### src/rtl/core/vrt_pkg.sv
// Shared types and constants for the voxel ray traversal block.
package vrt_pkg;

    localparam int UNIT_BITS = 14;   // unit direction is Q2.14
    localparam int NORM_BITS = 8;    // extra scale from the radicand shift
    localparam int ACC_W     = 48;   // dividend / radicand width
    localparam int DVS_W     = 24;   // divisor width
    localparam int ROOT_W    = 24;
    localparam int REM_W     = 27;
    localparam int CNT_W     = 6;

    localparam logic [31:0] NEVER    = 32'hFFFF_FFFF;
    localparam logic [1:0]  NO_AXIS  = 2'd3;
    localparam logic [14:0] UNIT_ONE = 15'd16384;

    localparam logic [1:0] KIND_QUERY = 2'd0;
    localparam logic [1:0] KIND_HIT   = 2'd1;
    localparam logic [1:0] KIND_MISS  = 2'd2;

    localparam logic [1:0] NRM_POS = 2'b01;
    localparam logic [1:0] NRM_NEG = 2'b11;

    typedef enum logic {
        OP_DIV,
        OP_SQRT
    } iter_op_t;

    typedef struct packed {
        logic     go;
        iter_op_t op;
    } iter_req_t;

    typedef enum logic [1:0] {
        PH_SQRT,
        PH_UNIT,
        PH_DELTA,
        PH_CROSS
    } vrt_phase_t;

    typedef enum logic [2:0] {
        ST_IDLE,
        ST_SQ,
        ST_SQ_CHK,
        ST_ISSUE,
        ST_WAIT,
        ST_SETUP_END,
        ST_HIT,
        ST_EMIT
    } vrt_state_t;

endpackage

### src/rtl/core/vrt_iter.sv
// Shared radix-2 restoring divider / bitwise integer square root.
module vrt_iter
(
    input  logic                        clk,
    input  logic                        rst_n,
    input  vrt_pkg::iter_req_t          req,
    input  logic [vrt_pkg::ACC_W-1:0]   operand,
    input  logic [vrt_pkg::DVS_W-1:0]   divisor,
    output logic                        done,
    output logic [vrt_pkg::ACC_W-1:0]   result
);
    import vrt_pkg::*;

    logic              busy_reg;
    logic              done_reg;
    iter_op_t          op_reg;
    logic [CNT_W-1:0]  cnt_reg;
    logic [ACC_W-1:0]  acc_reg;
    logic [REM_W-1:0]  rem_reg;
    logic [ROOT_W-1:0] root_reg;
    logic [DVS_W-1:0]  dvs_reg;

    logic [REM_W-1:0]  rem_sh;
    logic [REM_W-1:0]  trial;
    logic              ge;
    logic [REM_W-1:0]  rem_next;
    logic [ROOT_W-1:0] root_next;
    logic [ACC_W-1:0]  acc_next;
    logic [CNT_W-1:0]  cnt_last;

    always_comb
    begin
        if (op_reg == OP_SQRT)
        begin
            rem_sh   = {rem_reg[REM_W-3:0], acc_reg[ACC_W-1 -: 2]};
            trial    = REM_W'({root_reg, 2'b01});
            acc_next = {acc_reg[ACC_W-3:0], 2'b00};
            cnt_last = CNT_W'(ROOT_W - 1);
        end
        else
        begin
            rem_sh   = {rem_reg[REM_W-2:0], acc_reg[ACC_W-1]};
            trial    = REM_W'(dvs_reg);
            acc_next = {acc_reg[ACC_W-2:0], 1'b0};
            cnt_last = CNT_W'(ACC_W - 1);
        end
        ge        = (rem_sh >= trial);
        rem_next  = ge ? (rem_sh - trial) : rem_sh;
        root_next = {root_reg[ROOT_W-2:0], ge};
        if (op_reg == OP_DIV)
        begin
            acc_next[0] = ge;   // quotient bit enters at the bottom
        end
    end

    always_ff @(posedge clk or negedge rst_n)
    begin
        if (!rst_n)
        begin
            busy_reg <= 1'b0;
            done_reg <= 1'b0;
            op_reg   <= OP_DIV;
            cnt_reg  <= '0;
        end
        else
        begin
            done_reg <= 1'b0;
            if (req.go)
            begin
                busy_reg <= 1'b1;
                op_reg   <= req.op;
                cnt_reg  <= '0;
            end
            else if (busy_reg)
            begin
                cnt_reg <= cnt_reg + CNT_W'(1);
                if (cnt_reg == cnt_last)
                begin
                    busy_reg <= 1'b0;
                    done_reg <= 1'b1;
                end
            end
        end
    end

    always_ff @(posedge clk)
    begin
        if (req.go)
        begin
            acc_reg  <= operand;
            rem_reg  <= '0;
            root_reg <= '0;
            dvs_reg  <= divisor;
        end
        else if (busy_reg)
        begin
            acc_reg  <= acc_next;
            rem_reg  <= rem_next;
            root_reg <= root_next;
        end
    end

    assign done   = done_reg;
    assign result = (op_reg == OP_SQRT) ? ACC_W'(root_reg) : acc_reg;

endmodule

### src/rtl/core/voxel_ray_traversal.sv
// Voxel ray traversal top level: ray setup sequencer and cell walker.
//
//  channel | handshake             | payload
//  --------+-----------------------+------------------------------------------
//  in      | in_valid / in_ready   | opcode, origin_x/y/z, dir_x/y/z, voxel_solid
//  out     | out_valid / out_ready | result_kind, cell_x/y/z, normal_x/y/z,
//          |                       | hit_distance, hit_pos_x/y/z
//  cfg     | cfg_valid / cfg_ready | cfg_data (reach_distance), always ready
//
// An answer beat that steps goes straight to the emit state; a hit first makes
// three passes through the one 16x32 multiplier for the hit point. A start beat
// squares the direction on the multiplier, then runs the root and, per axis, three
// divisions on the shared divider/square-root unit (24-bit root, 48-bit quotients),
// each via an issue and a wait state; a near-zero axis needs one division, not three.
// Reset clears all control state; no clearing pass is needed.
// in_ready is high only while the sequencer is idle. A finished result beat
// sits in the output register, so a new input beat can be taken while the
// previous result is still stalled by out_ready.
module voxel_ray_traversal
#(
    parameter int FRAC_BITS = 16,
    parameter int CELL_BITS = 16
)
(
    input  logic               clk,
    input  logic               rst_n,
    // input beats
    input  logic               in_valid,
    output logic               in_ready,
    input  logic               opcode,
    input  logic signed [31:0] origin_x,
    input  logic signed [31:0] origin_y,
    input  logic signed [31:0] origin_z,
    input  logic signed [15:0] dir_x,
    input  logic signed [15:0] dir_y,
    input  logic signed [15:0] dir_z,
    input  logic               voxel_solid,
    // result beats
    output logic               out_valid,
    input  logic               out_ready,
    output logic [1:0]         result_kind,
    output logic signed [15:0] cell_x,
    output logic signed [15:0] cell_y,
    output logic signed [15:0] cell_z,
    output logic signed [1:0]  normal_x,
    output logic signed [1:0]  normal_y,
    output logic signed [1:0]  normal_z,
    output logic [23:0]        hit_distance,
    output logic signed [31:0] hit_pos_x,
    output logic signed [31:0] hit_pos_y,
    output logic signed [31:0] hit_pos_z,
    // configuration
    input  logic               cfg_valid,
    output logic               cfg_ready,
    input  logic [23:0]        cfg_data
);
    import vrt_pkg::*;

    localparam int CW = CELL_BITS;
    localparam int FW = FRAC_BITS;

    // ---------------- control state ----------------
    vrt_state_t  state_reg, state_next;
    vrt_phase_t  ph_reg;
    logic [1:0]  ax_reg;        // axis being set up / multiplied
    logic        mph_reg;       // multiply phase: 0 issue, 1 accumulate
    logic        active_reg;
    logic [23:0] reach_reg;
    logic [1:0]  last_reg;      // last stepped axis, NO_AXIS before the first step
    logic        out_valid_reg;

    // ---------------- ray state ----------------
    logic [31:0]        org_reg  [3];
    logic signed [15:0] dir_reg  [3];
    logic [CW-1:0]      cell_reg [3];
    logic [31:0]        nc_reg   [3];   // next boundary crossing distance
    logic [31:0]        dl_reg   [3];   // distance between crossings
    logic               sgn_reg  [3];   // 1 = negative step
    logic signed [15:0] udir_reg [3];   // unit direction, Q2.14
    logic [31:0]        trav_reg;
    logic [31:0]        s_reg;          // sum of squared direction
    logic [ROOT_W-1:0]  lenq_reg;
    logic [47:0]        mul_reg;
    logic [1:0]         nrm_reg  [3];
    logic [31:0]        pos_reg  [3];
    logic [1:0]         pend_kind_reg;

    // ---------------- output register ----------------
    logic [1:0]  o_kind_reg;
    logic [15:0] o_cell_reg [3];
    logic [1:0]  o_nrm_reg  [3];
    logic [23:0] o_dist_reg;
    logic [31:0] o_pos_reg  [3];

    // ---------------- combinational ----------------
    logic               in_fire;
    logic               emit_fire;
    logic [31:0]        org_in  [3];
    logic signed [15:0] dir_in  [3];
    logic [CW-1:0]      floor_in [3];

    logic signed [15:0] d_ax;
    logic signed [15:0] u_ax;
    logic [31:0]        org_ax;
    logic [15:0]        umag_ax;
    logic [FW:0]        gap_ax;

    iter_req_t          iter_req;
    logic [ACC_W-1:0]   iter_opnd;
    logic [DVS_W-1:0]   iter_dvs;
    logic               iter_done;
    logic [ACC_W-1:0]   iter_res;
    logic [14:0]        u_clamp;
    logic               u_small;
    logic [31:0]        q_sat;

    logic [15:0]        mul_a;
    logic [31:0]        mul_b;
    logic [47:0]        mul_p;
    logic [31:0]        hit_off;

    logic [1:0]         step_ax;
    logic [31:0]        nc_sel;
    logic [31:0]        dl_sel;
    logic [32:0]        nc_sum;
    logic [31:0]        nc_new;
    logic               step_miss;

    logic [FW:0]        best;
    logic [FW:0]        fr;
    logic [FW:0]        gp;
    logic [1:0]         sn   [3];
    logic [1:0]         hitn [3];

    function automatic logic [15:0] mag16(input logic signed [15:0] v);
        return v[15] ? 16'(-v) : 16'(v);
    endfunction

    function automatic logic [15:0] cell_out(input logic [CW-1:0] c);
        return 16'(32'($signed(c)));
    endfunction

    assign in_ready  = (state_reg == ST_IDLE);
    assign cfg_ready = 1'b1;
    assign in_fire   = in_valid && in_ready;
    assign emit_fire = !out_valid_reg || out_ready;

    always_comb
    begin
        org_in[0] = origin_x;
        org_in[1] = origin_y;
        org_in[2] = origin_z;
        dir_in[0] = dir_x;
        dir_in[1] = dir_y;
        dir_in[2] = dir_z;
        for (int a = 0; a < 3; a++)
        begin
            floor_in[a] = CW'($signed(org_in[a]) >>> FW);
        end
    end

    // per-axis operands of the setup sequence
    assign d_ax    = dir_reg[ax_reg];
    assign u_ax    = udir_reg[ax_reg];
    assign org_ax  = org_reg[ax_reg];
    assign umag_ax = mag16(u_ax);
    assign gap_ax  = (u_ax > 16'sd0) ? (((FW+1)'(1) << FW) - {1'b0, org_ax[FW-1:0]})
                                     : {1'b0, org_ax[FW-1:0]};

    always_comb
    begin
        iter_req.go = (state_reg == ST_ISSUE);
        iter_req.op = (ph_reg == PH_SQRT) ? OP_SQRT : OP_DIV;
        iter_dvs    = DVS_W'(umag_ax);
        case (ph_reg)
            PH_SQRT:
            begin
                iter_opnd = {s_reg, 16'h0000};
                iter_dvs  = '0;
            end
            PH_UNIT:
            begin
                iter_opnd = (ACC_W'(mag16(d_ax)) << (UNIT_BITS + NORM_BITS))
                            + ACC_W'(lenq_reg >> 1);
                iter_dvs  = lenq_reg;
            end
            PH_DELTA: iter_opnd = ACC_W'(1) << (FW + UNIT_BITS);
            PH_CROSS: iter_opnd = ACC_W'(gap_ax) << UNIT_BITS;
            default:  iter_opnd = '0;
        endcase
    end

    vrt_iter u_iter
    (
        .clk     (clk),
        .rst_n   (rst_n),
        .req     (iter_req),
        .operand (iter_opnd),
        .divisor (iter_dvs),
        .done    (iter_done),
        .result  (iter_res)
    );

    assign u_clamp = (iter_res > ACC_W'(UNIT_ONE)) ? UNIT_ONE : iter_res[14:0];
    assign u_small = (u_clamp <= 15'd1);   // |u| * 10000 <= 1.0
    assign q_sat   = (|iter_res[ACC_W-1:32]) ? NEVER : iter_res[31:0];

    // shared multiplier: squares during setup, |u| * travelled for the hit point
    assign mul_a = (state_reg == ST_SQ) ? mag16(d_ax) : umag_ax;
    assign mul_b = (state_reg == ST_SQ) ? 32'(mag16(d_ax)) : trav_reg;
    assign mul_p = 48'(mul_a) * 48'(mul_b);

    // floor toward minus infinity for negative direction
    assign hit_off = u_ax[15] ? (32'd0 - 32'((mul_reg + 48'((1 << UNIT_BITS) - 1)) >> UNIT_BITS))
                              : 32'(mul_reg >> UNIT_BITS);

    // next axis to step: on ties z wins over y and x, and y wins over x
    always_comb
    begin
        if (nc_reg[0] < nc_reg[1] && nc_reg[0] < nc_reg[2])
        begin
            step_ax = 2'd0;
        end
        else if (nc_reg[1] < nc_reg[2])
        begin
            step_ax = 2'd1;
        end
        else
        begin
            step_ax = 2'd2;
        end
        case (step_ax)
            2'd0:    begin nc_sel = nc_reg[0]; dl_sel = dl_reg[0]; end
            2'd1:    begin nc_sel = nc_reg[1]; dl_sel = dl_reg[1]; end
            default: begin nc_sel = nc_reg[2]; dl_sel = dl_reg[2]; end
        endcase
        nc_sum    = {1'b0, nc_sel} + {1'b0, dl_sel};
        nc_new    = nc_sum[32] ? NEVER : nc_sum[31:0];
        step_miss = (nc_sel >= {8'h00, reach_reg});
    end

    // hit normal: nearest face in the start cell, else against the last step
    always_comb
    begin
        best  = {1'b0, org_reg[0][FW-1:0]};
        sn[0] = NRM_NEG;
        sn[1] = 2'b00;
        sn[2] = 2'b00;
        for (int a = 0; a < 3; a++)
        begin
            fr = {1'b0, org_reg[a][FW-1:0]};
            if (a > 0 && fr < best)
            begin
                best  = fr;
                sn[0] = 2'b00;
                sn[1] = 2'b00;
                sn[2] = 2'b00;
                sn[a] = NRM_NEG;
            end
            gp = ((FW+1)'(1) << FW) - fr;
            if (gp < best)
            begin
                best  = gp;
                sn[0] = 2'b00;
                sn[1] = 2'b00;
                sn[2] = 2'b00;
                sn[a] = NRM_POS;
            end
        end
        for (int a = 0; a < 3; a++)
        begin
            if (last_reg == NO_AXIS)
            begin
                hitn[a] = sn[a];
            end
            else if (last_reg == 2'(a))
            begin
                hitn[a] = sgn_reg[a] ? NRM_POS : NRM_NEG;
            end
            else
            begin
                hitn[a] = 2'b00;
            end
        end
    end

    // ---------------- next state ----------------
    always_comb
    begin
        state_next = state_reg;
        case (state_reg)
            ST_IDLE:
            begin
                if (in_fire)
                begin
                    if (!opcode)
                    begin
                        state_next = ST_SQ;
                    end
                    else if (active_reg)
                    begin
                        state_next = voxel_solid ? ST_HIT : ST_EMIT;
                    end
                end
            end
            ST_SQ:
            begin
                if (mph_reg && ax_reg == 2'd2)
                begin
                    state_next = ST_SQ_CHK;
                end
            end
            ST_SQ_CHK:    state_next = (s_reg == 32'd0) ? ST_EMIT : ST_ISSUE;
            ST_ISSUE:     state_next = ST_WAIT;
            ST_WAIT:
            begin
                if (iter_done)
                begin
                    state_next = ST_ISSUE;
                    if (ax_reg == 2'd2 &&
                        ((ph_reg == PH_UNIT && u_small) || ph_reg == PH_CROSS))
                    begin
                        state_next = ST_SETUP_END;
                    end
                end
            end
            ST_SETUP_END: state_next = ST_EMIT;
            ST_HIT:
            begin
                if (mph_reg && ax_reg == 2'd2)
                begin
                    state_next = ST_EMIT;
                end
            end
            ST_EMIT:
            begin
                if (emit_fire)
                begin
                    state_next = ST_IDLE;
                end
            end
            default:      state_next = ST_IDLE;
        endcase
    end

    // ---------------- control registers ----------------
    always_ff @(posedge clk or negedge rst_n)
    begin
        if (!rst_n)
        begin
            state_reg     <= ST_IDLE;
            ph_reg        <= PH_SQRT;
            ax_reg        <= 2'd0;
            mph_reg       <= 1'b0;
            active_reg    <= 1'b0;
            reach_reg     <= 24'd327680;
            last_reg      <= NO_AXIS;
            out_valid_reg <= 1'b0;
        end
        else
        begin
            state_reg <= state_next;
            if (cfg_valid)
            begin
                reach_reg <= cfg_data;
            end
            if (state_reg == ST_EMIT && emit_fire)
            begin
                out_valid_reg <= 1'b1;
            end
            else if (out_ready)
            begin
                out_valid_reg <= 1'b0;
            end
            case (state_reg)
                ST_IDLE:
                begin
                    if (in_fire)
                    begin
                        ax_reg  <= 2'd0;
                        mph_reg <= 1'b0;
                        if (!opcode || voxel_solid)
                        begin
                            active_reg <= 1'b0;
                        end
                        else if (active_reg)
                        begin
                            last_reg   <= step_ax;
                            active_reg <= !step_miss;
                        end
                    end
                end
                ST_SQ, ST_HIT:
                begin
                    mph_reg <= !mph_reg;
                    if (mph_reg)
                    begin
                        ax_reg <= ax_reg + 2'd1;
                    end
                end
                ST_SQ_CHK:
                begin
                    ph_reg <= PH_SQRT;
                    ax_reg <= 2'd0;
                end
                ST_WAIT:
                begin
                    if (iter_done)
                    begin
                        case (ph_reg)
                            PH_SQRT:
                            begin
                                ph_reg <= PH_UNIT;
                                ax_reg <= 2'd0;
                            end
                            PH_UNIT:
                            begin
                                if (u_small)
                                begin
                                    ax_reg <= ax_reg + 2'd1;
                                end
                                else
                                begin
                                    ph_reg <= PH_DELTA;
                                end
                            end
                            PH_DELTA: ph_reg <= PH_CROSS;
                            default:
                            begin
                                ph_reg <= PH_UNIT;
                                ax_reg <= ax_reg + 2'd1;
                            end
                        endcase
                    end
                end
                ST_SETUP_END:
                begin
                    last_reg   <= NO_AXIS;
                    active_reg <= (reach_reg != 24'd0);
                end
                default:
                begin
                end
            endcase
        end
    end

    // ---------------- datapath registers ----------------
    always_ff @(posedge clk)
    begin
        case (state_reg)
            ST_IDLE:
            begin
                if (in_fire)
                begin
                    if (!opcode)
                    begin
                        for (int a = 0; a < 3; a++)
                        begin
                            org_reg[a]  <= org_in[a];
                            dir_reg[a]  <= dir_in[a];
                            cell_reg[a] <= floor_in[a];
                        end
                        s_reg <= 32'd0;
                    end
                    else if (active_reg && voxel_solid)
                    begin
                        for (int a = 0; a < 3; a++)
                        begin
                            nrm_reg[a] <= hitn[a];
                        end
                        pend_kind_reg <= KIND_HIT;
                    end
                    else if (active_reg)
                    begin
                        cell_reg[step_ax] <= sgn_reg[step_ax] ? cell_reg[step_ax] - CW'(1)
                                                              : cell_reg[step_ax] + CW'(1);
                        trav_reg        <= nc_sel;
                        nc_reg[step_ax] <= nc_new;
                        pend_kind_reg   <= step_miss ? KIND_MISS : KIND_QUERY;
                    end
                end
            end
            ST_SQ:
            begin
                if (!mph_reg)
                begin
                    mul_reg <= mul_p;
                end
                else
                begin
                    s_reg <= s_reg + mul_reg[31:0];
                end
            end
            ST_SQ_CHK:
            begin
                pend_kind_reg <= KIND_MISS;
            end
            ST_WAIT:
            begin
                if (iter_done)
                begin
                    case (ph_reg)
                        PH_SQRT:  lenq_reg <= iter_res[ROOT_W-1:0];
                        PH_UNIT:
                        begin
                            udir_reg[ax_reg] <= d_ax[15] ? -$signed({1'b0, u_clamp})
                                                         : $signed({1'b0, u_clamp});
                            sgn_reg[ax_reg]  <= d_ax[15] || (u_clamp == 15'd0);
                            if (u_small)
                            begin
                                dl_reg[ax_reg] <= NEVER;
                                nc_reg[ax_reg] <= NEVER;
                            end
                        end
                        PH_DELTA: dl_reg[ax_reg] <= q_sat;
                        default:  nc_reg[ax_reg] <= q_sat;
                    endcase
                end
            end
            ST_SETUP_END:
            begin
                trav_reg      <= 32'd0;
                pend_kind_reg <= (reach_reg == 24'd0) ? KIND_MISS : KIND_QUERY;
            end
            ST_HIT:
            begin
                if (!mph_reg)
                begin
                    mul_reg <= mul_p;
                end
                else
                begin
                    pos_reg[ax_reg] <= org_ax + hit_off;
                end
            end
            ST_EMIT:
            begin
                if (emit_fire)
                begin
                    o_kind_reg <= pend_kind_reg;
                    o_dist_reg <= (pend_kind_reg == KIND_HIT) ? trav_reg[23:0] : 24'd0;
                    for (int a = 0; a < 3; a++)
                    begin
                        o_cell_reg[a] <= (pend_kind_reg != KIND_MISS) ? cell_out(cell_reg[a])
                                                                      : 16'd0;
                        o_nrm_reg[a]  <= (pend_kind_reg == KIND_HIT) ? nrm_reg[a] : 2'b00;
                        o_pos_reg[a]  <= (pend_kind_reg == KIND_HIT) ? pos_reg[a] : 32'd0;
                    end
                end
            end
            default:
            begin
            end
        endcase
    end

    assign out_valid    = out_valid_reg;
    assign result_kind  = o_kind_reg;
    assign cell_x       = o_cell_reg[0];
    assign cell_y       = o_cell_reg[1];
    assign cell_z       = o_cell_reg[2];
    assign normal_x     = o_nrm_reg[0];
    assign normal_y     = o_nrm_reg[1];
    assign normal_z     = o_nrm_reg[2];
    assign hit_distance = o_dist_reg;
    assign hit_pos_x    = o_pos_reg[0];
    assign hit_pos_y    = o_pos_reg[1];
    assign hit_pos_z    = o_pos_reg[2];

endmodule

### config.mk
export PLATFORM = sky130hd
export DESIGN_NAME = voxel_ray_traversal
export DESIGN_NICKNAME = d
export VERILOG_FILES = /design/src/rtl/core/vrt_pkg.sv /design/src/rtl/core/vrt_iter.sv /design/src/rtl/core/voxel_ray_traversal.sv
export SDC_FILE = /design/constraint.sdc
export NUM_CORES = 2
export LEC_CHECK = 0
export BUFFER_PORTS_ARGS = -buffer_cell sky130_fd_sc_hd__buf_2
export CAP_MARGIN = 20
export CORE_ASPECT_RATIO = 0.75
export CORE_MARGIN = 2
export CORE_UTILIZATION = 45
export DETAILED_ROUTE_END_ITERATION = 10
export GPL_ROUTABILITY_DRIVEN = 0
export PLACE_DENSITY = 0.66
export SLEW_MARGIN = 20
export SYNTH_ARGS = -nofsm -noshare
export SYNTH_HDL_FRONTEND = slang
export SYNTH_SLANG_ARGS = --single-unit
### constraint.sdc
create_clock -name clk -period 12.5 [get_ports clk]
set_input_delay 0.625 -clock clk [delete_from_list [all_inputs] [get_ports clk]]
set_output_delay 0.625 -clock clk [all_outputs]
set_load 0.02 [all_outputs]
Yosys cells after proc, flatten, opt, wreduce, memory -nomap -nowiden
Memory sizes are Yosys's and may differ from the RTL's. Cells that the tools add are included.

$add $sub $neg: 18. Multiply operators: 1. Div/mod/pow operators: 0. $lt $le $gt $ge: 13. Eq/ne operators: 35. Shifts and indexed selects: 0. Muxes and demuxes: 157. Bitwise logic cells: 3. Reduce and logical (&&, ||, !) cells: 48.

Operators with widths (number): 32-bit two-way mux (17); 32-bit one-hot mux with 2 select lines (4); 48-bit two-way mux (4); 48-bit one-hot mux with 4 select lines (1); 16-bit two-way mux (9); 32-bit less-than comparator (3); 17-bit two-way mux (5); 17-bit by 16-bit subtractor with 17-bit output, first input constant (4); 32-bit adder (2); 2-bit two-way mux (31); 1-bit two-way mux (55); 26-bit two-way mux (2); 48-bit by 15-bit greater-than comparator with 1-bit output, second input constant (1); 6-bit two-way mux (8); 24-bit one-hot mux with 2 select lines (1); 46-bit by 14-bit adder with 46-bit output, second input constant (1); 16-bit by 32-bit multiplier with 46-bit output (1); 38-bit by 23-bit adder with 39-bit output (1); 16-bit by 17-bit less-than comparator with 1-bit output (2); 17-bit less-than comparator (2); 32-bit by 32-bit adder with 33-bit output (1); 32-bit by 24-bit greater-or-equal comparator with 1-bit output (1); 32-bit logical NOT (1); 16-bit negator (2); other kinds (52) (116).

Register bits after elaboration: 329. Latch bits: 0. Memory bits (writable): 687. ROM bits: 0. Input bits: 175. Output and inout port bits: 179. Logic and storage cells: 310. Memories: 12.

Memories: dl_reg (depth 3, bits a word 32, rd ports 3, clocked after Yosys merged registers in 0, wr ports 1, RTL line voxel_ray_traversal.sv:77) `logic [31:0] dl_reg [3];`; nc_reg (depth 3, bits a word 32, rd ports 3, clocked after Yosys merged registers in 0, wr ports 1, RTL line voxel_ray_traversal.sv:76) `logic [31:0] nc_reg [3];`; o_pos_reg (depth 3, bits a word 32, rd ports 3, clocked after Yosys merged registers in 0, wr ports 3, RTL line voxel_ray_traversal.sv:93) `logic [31:0] o_pos_reg [3];`; org_reg (depth 3, bits a word 32, rd ports 4, clocked after Yosys merged registers in 0, wr ports 3, RTL line voxel_ray_traversal.sv:73) `logic [31:0] org_reg [3];`; pos_reg (depth 3, bits a word 32, rd ports 3, clocked after Yosys merged registers in 0, wr ports 1, RTL line voxel_ray_traversal.sv:85) `logic [31:0] pos_reg [3];`; cell_reg (depth 3, bits a word 16, rd ports 4, clocked after Yosys merged registers in 0, wr ports 3, RTL line voxel_ray_traversal.sv:75) `logic [CW-1:0] cell_reg [3];`; +6 memories.

Logic depth before layout (Yosys ltp)
An unclocked memory read counts as a cell.

Word-level depth: 13. Depth in mapped cells: 62. Depth with buffers taken out: 56.

Modules after synthesis
From an unflattened synthesis, not the netlist that was laid out.

Cell total of the unflattened synthesis: 6811. Area, all modules: 71432.3 µm².

By module, submodules not included: voxel_ray_traversal (instances 1, cells each 6016, area an instance 63629.8 µm², seq. area each 26400.3 µm²); vrt_iter (instances 1, cells each 795, area an instance 7802.5 µm², seq. area each 3388.2 µm²).

Least setup slack after synthesis
No wires, ideal clock.

Path type: reg2reg. From: memory org_reg[0][4]. To: memory nrm_reg[0][1] (data pin). Library setup time: 277 ps. Data arrival time: 10863 ps. Required time: 12223 ps. Slack: 1360 ps. Cell stages (with the launch flop): 55. Path buffers: 5. Clock period less this slack: 11140 ps. Path through: edfxtp_1 nor4_2 nand2_1 nor2_1 nand2_1 or3_1 or3_1 ha_1 xor2_1 a21oi_1 mux2i_1 nor2_1 nand2_1 clkbuf_1 o21ai_0 inv_1 ha_1 and3_1 [19 not listed] o21ai_0 nand2_1 o211ai_1 o22a_1 o22a_1 buf_2 a21o_1 ha_1 a21o_1 a21o_1 a21o_1 a21o_1 a21o_1 a211oi_1 o21ai_0 a21o_1 a211oi_2 o32ai_1.

RTL lines: from (decl) (RTL line voxel_ray_traversal.sv:73); to (decl) (RTL line voxel_ray_traversal.sv:84) `logic [1:0] nrm_reg [3];`.

==> impl_metrics.json <==
{
  "status": "finished clean",
  "start_util": 0.4537,
  "crit_type": "reg2reg",
  "core_um2": 157500,
  "tightest_slew_ns": 1.258,
  "finClkSkew_ns": 0.05247,
  "dp_slack_ns": 0.2539,
  "num_io_pins": 354,
  "post-route-util": 0.5043,
  "fin_crit_ns": 11.69,
  "async_reset_ff_frac": 0.04429,
  "cp-start-kind": "register",
  "drv_slew": 0,
  "fin_ws_ns": 0.8094,
  "ys.flop_type": "edfxtp_1",
  "drt_iter0_drc": 6763,
  "grt_pass1_wl_mm": 330.9,
  "die-area_um2": 162000,
  "critPathMaxStageDelay_ns": 0.48,
  "avgSynthCellArea_um2": 10.49,
  "clock_path_buffers": 3,
  "final_nets": 8162,
  "synth.distinct_cells": 108,
  "htree_num_levels": 3,
  "worst-endpoint-arrival_ns": 12.15,
  "grt_pass1_vias": 52181,
  "synth-edff-count": 921,
  "finalSetupViolations": 0,
  "clock-sinks": 1016,
  "critPathBufInv": 8,
  "grt_usage": 0.2694,
  "fp.dieW_um": 464.1,
  "crit_path_end_kind": "register",
  "syn_area_um2": 71450,
  "hold-path-cell-count": 1,
  "clk_pin_slew_worst_paths_ns": 0.07,
  "ys_ff_latch": 1016,
  "rr_worst_depth": 57,
  "ant_nets": 0,
  "finalHoldViolations": 0,
  "overflow": 0,
  "clock_latency_ns": 0.78,
  "path_depth": 57,
  "path_delay_family": "compound AO/OA/AOI/OAI gates",
  "drt_wl_total_mm": 222.8,
  "std_cell_rows": 126,
  "final_common_cell": "edfxtp_1",
  "io_buffers": 352,
  "die_h_um": 349.1,
  "grt_max_degree": 152,
  "remaining_drc_errors": 0,
  "firstDrtPassIters": 6,
  "critPathMaxFanout": 24,
  "antenna_found_initial": 16,
  "cts_buffers": 104,
  "dp_hpwl_mm": 170.2,
  "area_delta_synth_final_pct": 11.16,
  "syn_inst": 6809,
  "crit_top_cell": "a21o_1",
  "post-route-period-util": 0.9353,
  "via_per_inst": 5.854,
  "synth-seq-area-share": 0.4169,
  "layout-drive-gt1-share": 0.1121,
  "hp-class": "in2reg",
  "maxCapViolations": 0,
  "ys.warnings.count": 0,
  "max_freq_mhz": 85.54,
  "ctsRootBufferMaster": "clkbuf_16",
  "worstPathRequired_ns": 12.96,
  "final_cell_mix": "921 x edfxtp_1, 761 x nand2_1, 642 x inv_1",
  "slew_headroom": 0.1611,
  "fin_hold_ws_ns": 0.05392,
  "num_vias": 54585,
  "crit_path_top_delay_cell": "edfxtp_1",
  "cts_tree": "built",
  "setup_tns_ns": 0,
  "wl_per_cell_um": 23.90
}
timing repair:
| action | 4_1_cts | 5_1_grt |
|---|---|---|
| hold endpoints to repair | 29 | 0 |
| resized for setup | 0 | 11 |
| buffers inserted | 0 | 3 |
| hold buffers | 8 | 0 |
| endpoints found under the setup margin | 0 | 6 |
cells in the mapped netlist (all sizes together) (32+ instances only):
cell | instances | area, µm²
edfxtp | 921 | 27660
nand2 | 765 | 2877
inv | 649 | 2439
nor2 | 531 | 1998
ha | 450 | 5630
fa | 422 | 8448
a21oi | 361 | 1807
o21ai | 294 | 1475
and2 | 261 | 1633
mux2i | 256 | 2646
clkbuf | 212 | 795.8
xnor2 | 192 | 1682
a21o | 126 | 945.9
nand3 | 117 | 590.6
nor3 | 100 | 505.5
xor2 | 91 | 797.0
mux2 | 84 | 957.2
nand2b | 62 | 387.9
buf | 58 | 299.0
nand4 | 54 | 352.8
dfxtp | 50 | 1001
a211oi | 49 | 372.9
and3 | 49 | 306.5
nor4 | 48 | 321.6
o21a | 45 | 337.8
a31oi | 44 | 281.5
dfrtp | 41 | 1026
or3 | 38 | 237.7
nor2b | 36 | 225.2
o211ai | 36 | 270.3
o31ai | 36 | 294.0
a22oi | 32 | 240.2
cell families (layout without fill, tap and decap cells):
kind of cell    count (synthesis)  count (layout)  synth area share
buf+inv                       919            1308           0.04945
other cells                     1              15        0.00005249
fa+ha+maj                     872             872            0.1970
xor+xnor                      283             283           0.03469
mux                           340             340           0.05043
flops                        1016            1016            0.4169
compound gates               1231            1231            0.1101
simple gates                 2147            2147            0.1413
per-stage QoR:
| stage | instance area, µm² | std cells |
|---|---|---|
| after CTS | 79270 | 9307 |
| after global placement | 75690 | 9106 |
| after floorplan | 71460 | 6811 |
| after detailed placement | 75710 | 9108 |
| after global routing | 79400 | 9317 |
| final | 79420 | 9324 |
final cells by class:
class	instances	area (µm²)
fillers	13980	78070
multi-input cells	4876	38350
flip-flops and latches	1016	29800
clock buffers	131	2848
repair buffers	468	2673
well taps	2112	2643
inverters	649	2447
clock inverters	60	633.1
diodes	12	30.03
path summary, 6_finish.rpt:
check                              startpoint                 end  slack [ns]
max                             org_reg[0][6]       nrm_reg[0][3]        0.81
min                                 dir_z[15]      dir_reg[2][15]        0.05
max reg2reg                     org_reg[0][6]       nrm_reg[0][3]        0.81
min reg2reg                u_iter.rem_reg[25]  u_iter.rem_reg[25]        0.48
max in group asynchronous               rst_n           ax_reg[1]       11.32
min in group asynchronous               rst_n       reach_reg[10]        0.53
worst reg2reg max path, delay by kind of cell (launching register included):
family,cells,cell delay [ns]
AND/OR/NAND/NOR,15,2.69
buffers and inverters,8,1.28
flip-flops,1,0.48
XOR/XNOR,2,0.41
adder cells (fa/ha/maj),5,1.38
multiplexers,1,0.10
AO/OA/AOI/OAI,26,5.05
routing by layer:
metal	wire, µm	share of wire	GRT usage
met3	28160	0.13	0.08134
met1	96260	0.43	0.3926
met4	7669	0.034	0.08655
met5	43	0.00019	0
met2	90690	0.41	0.3804
Power is not shown: default switching activity piles up to over one toggle a cycle in this logic, so the estimate is an artifact.
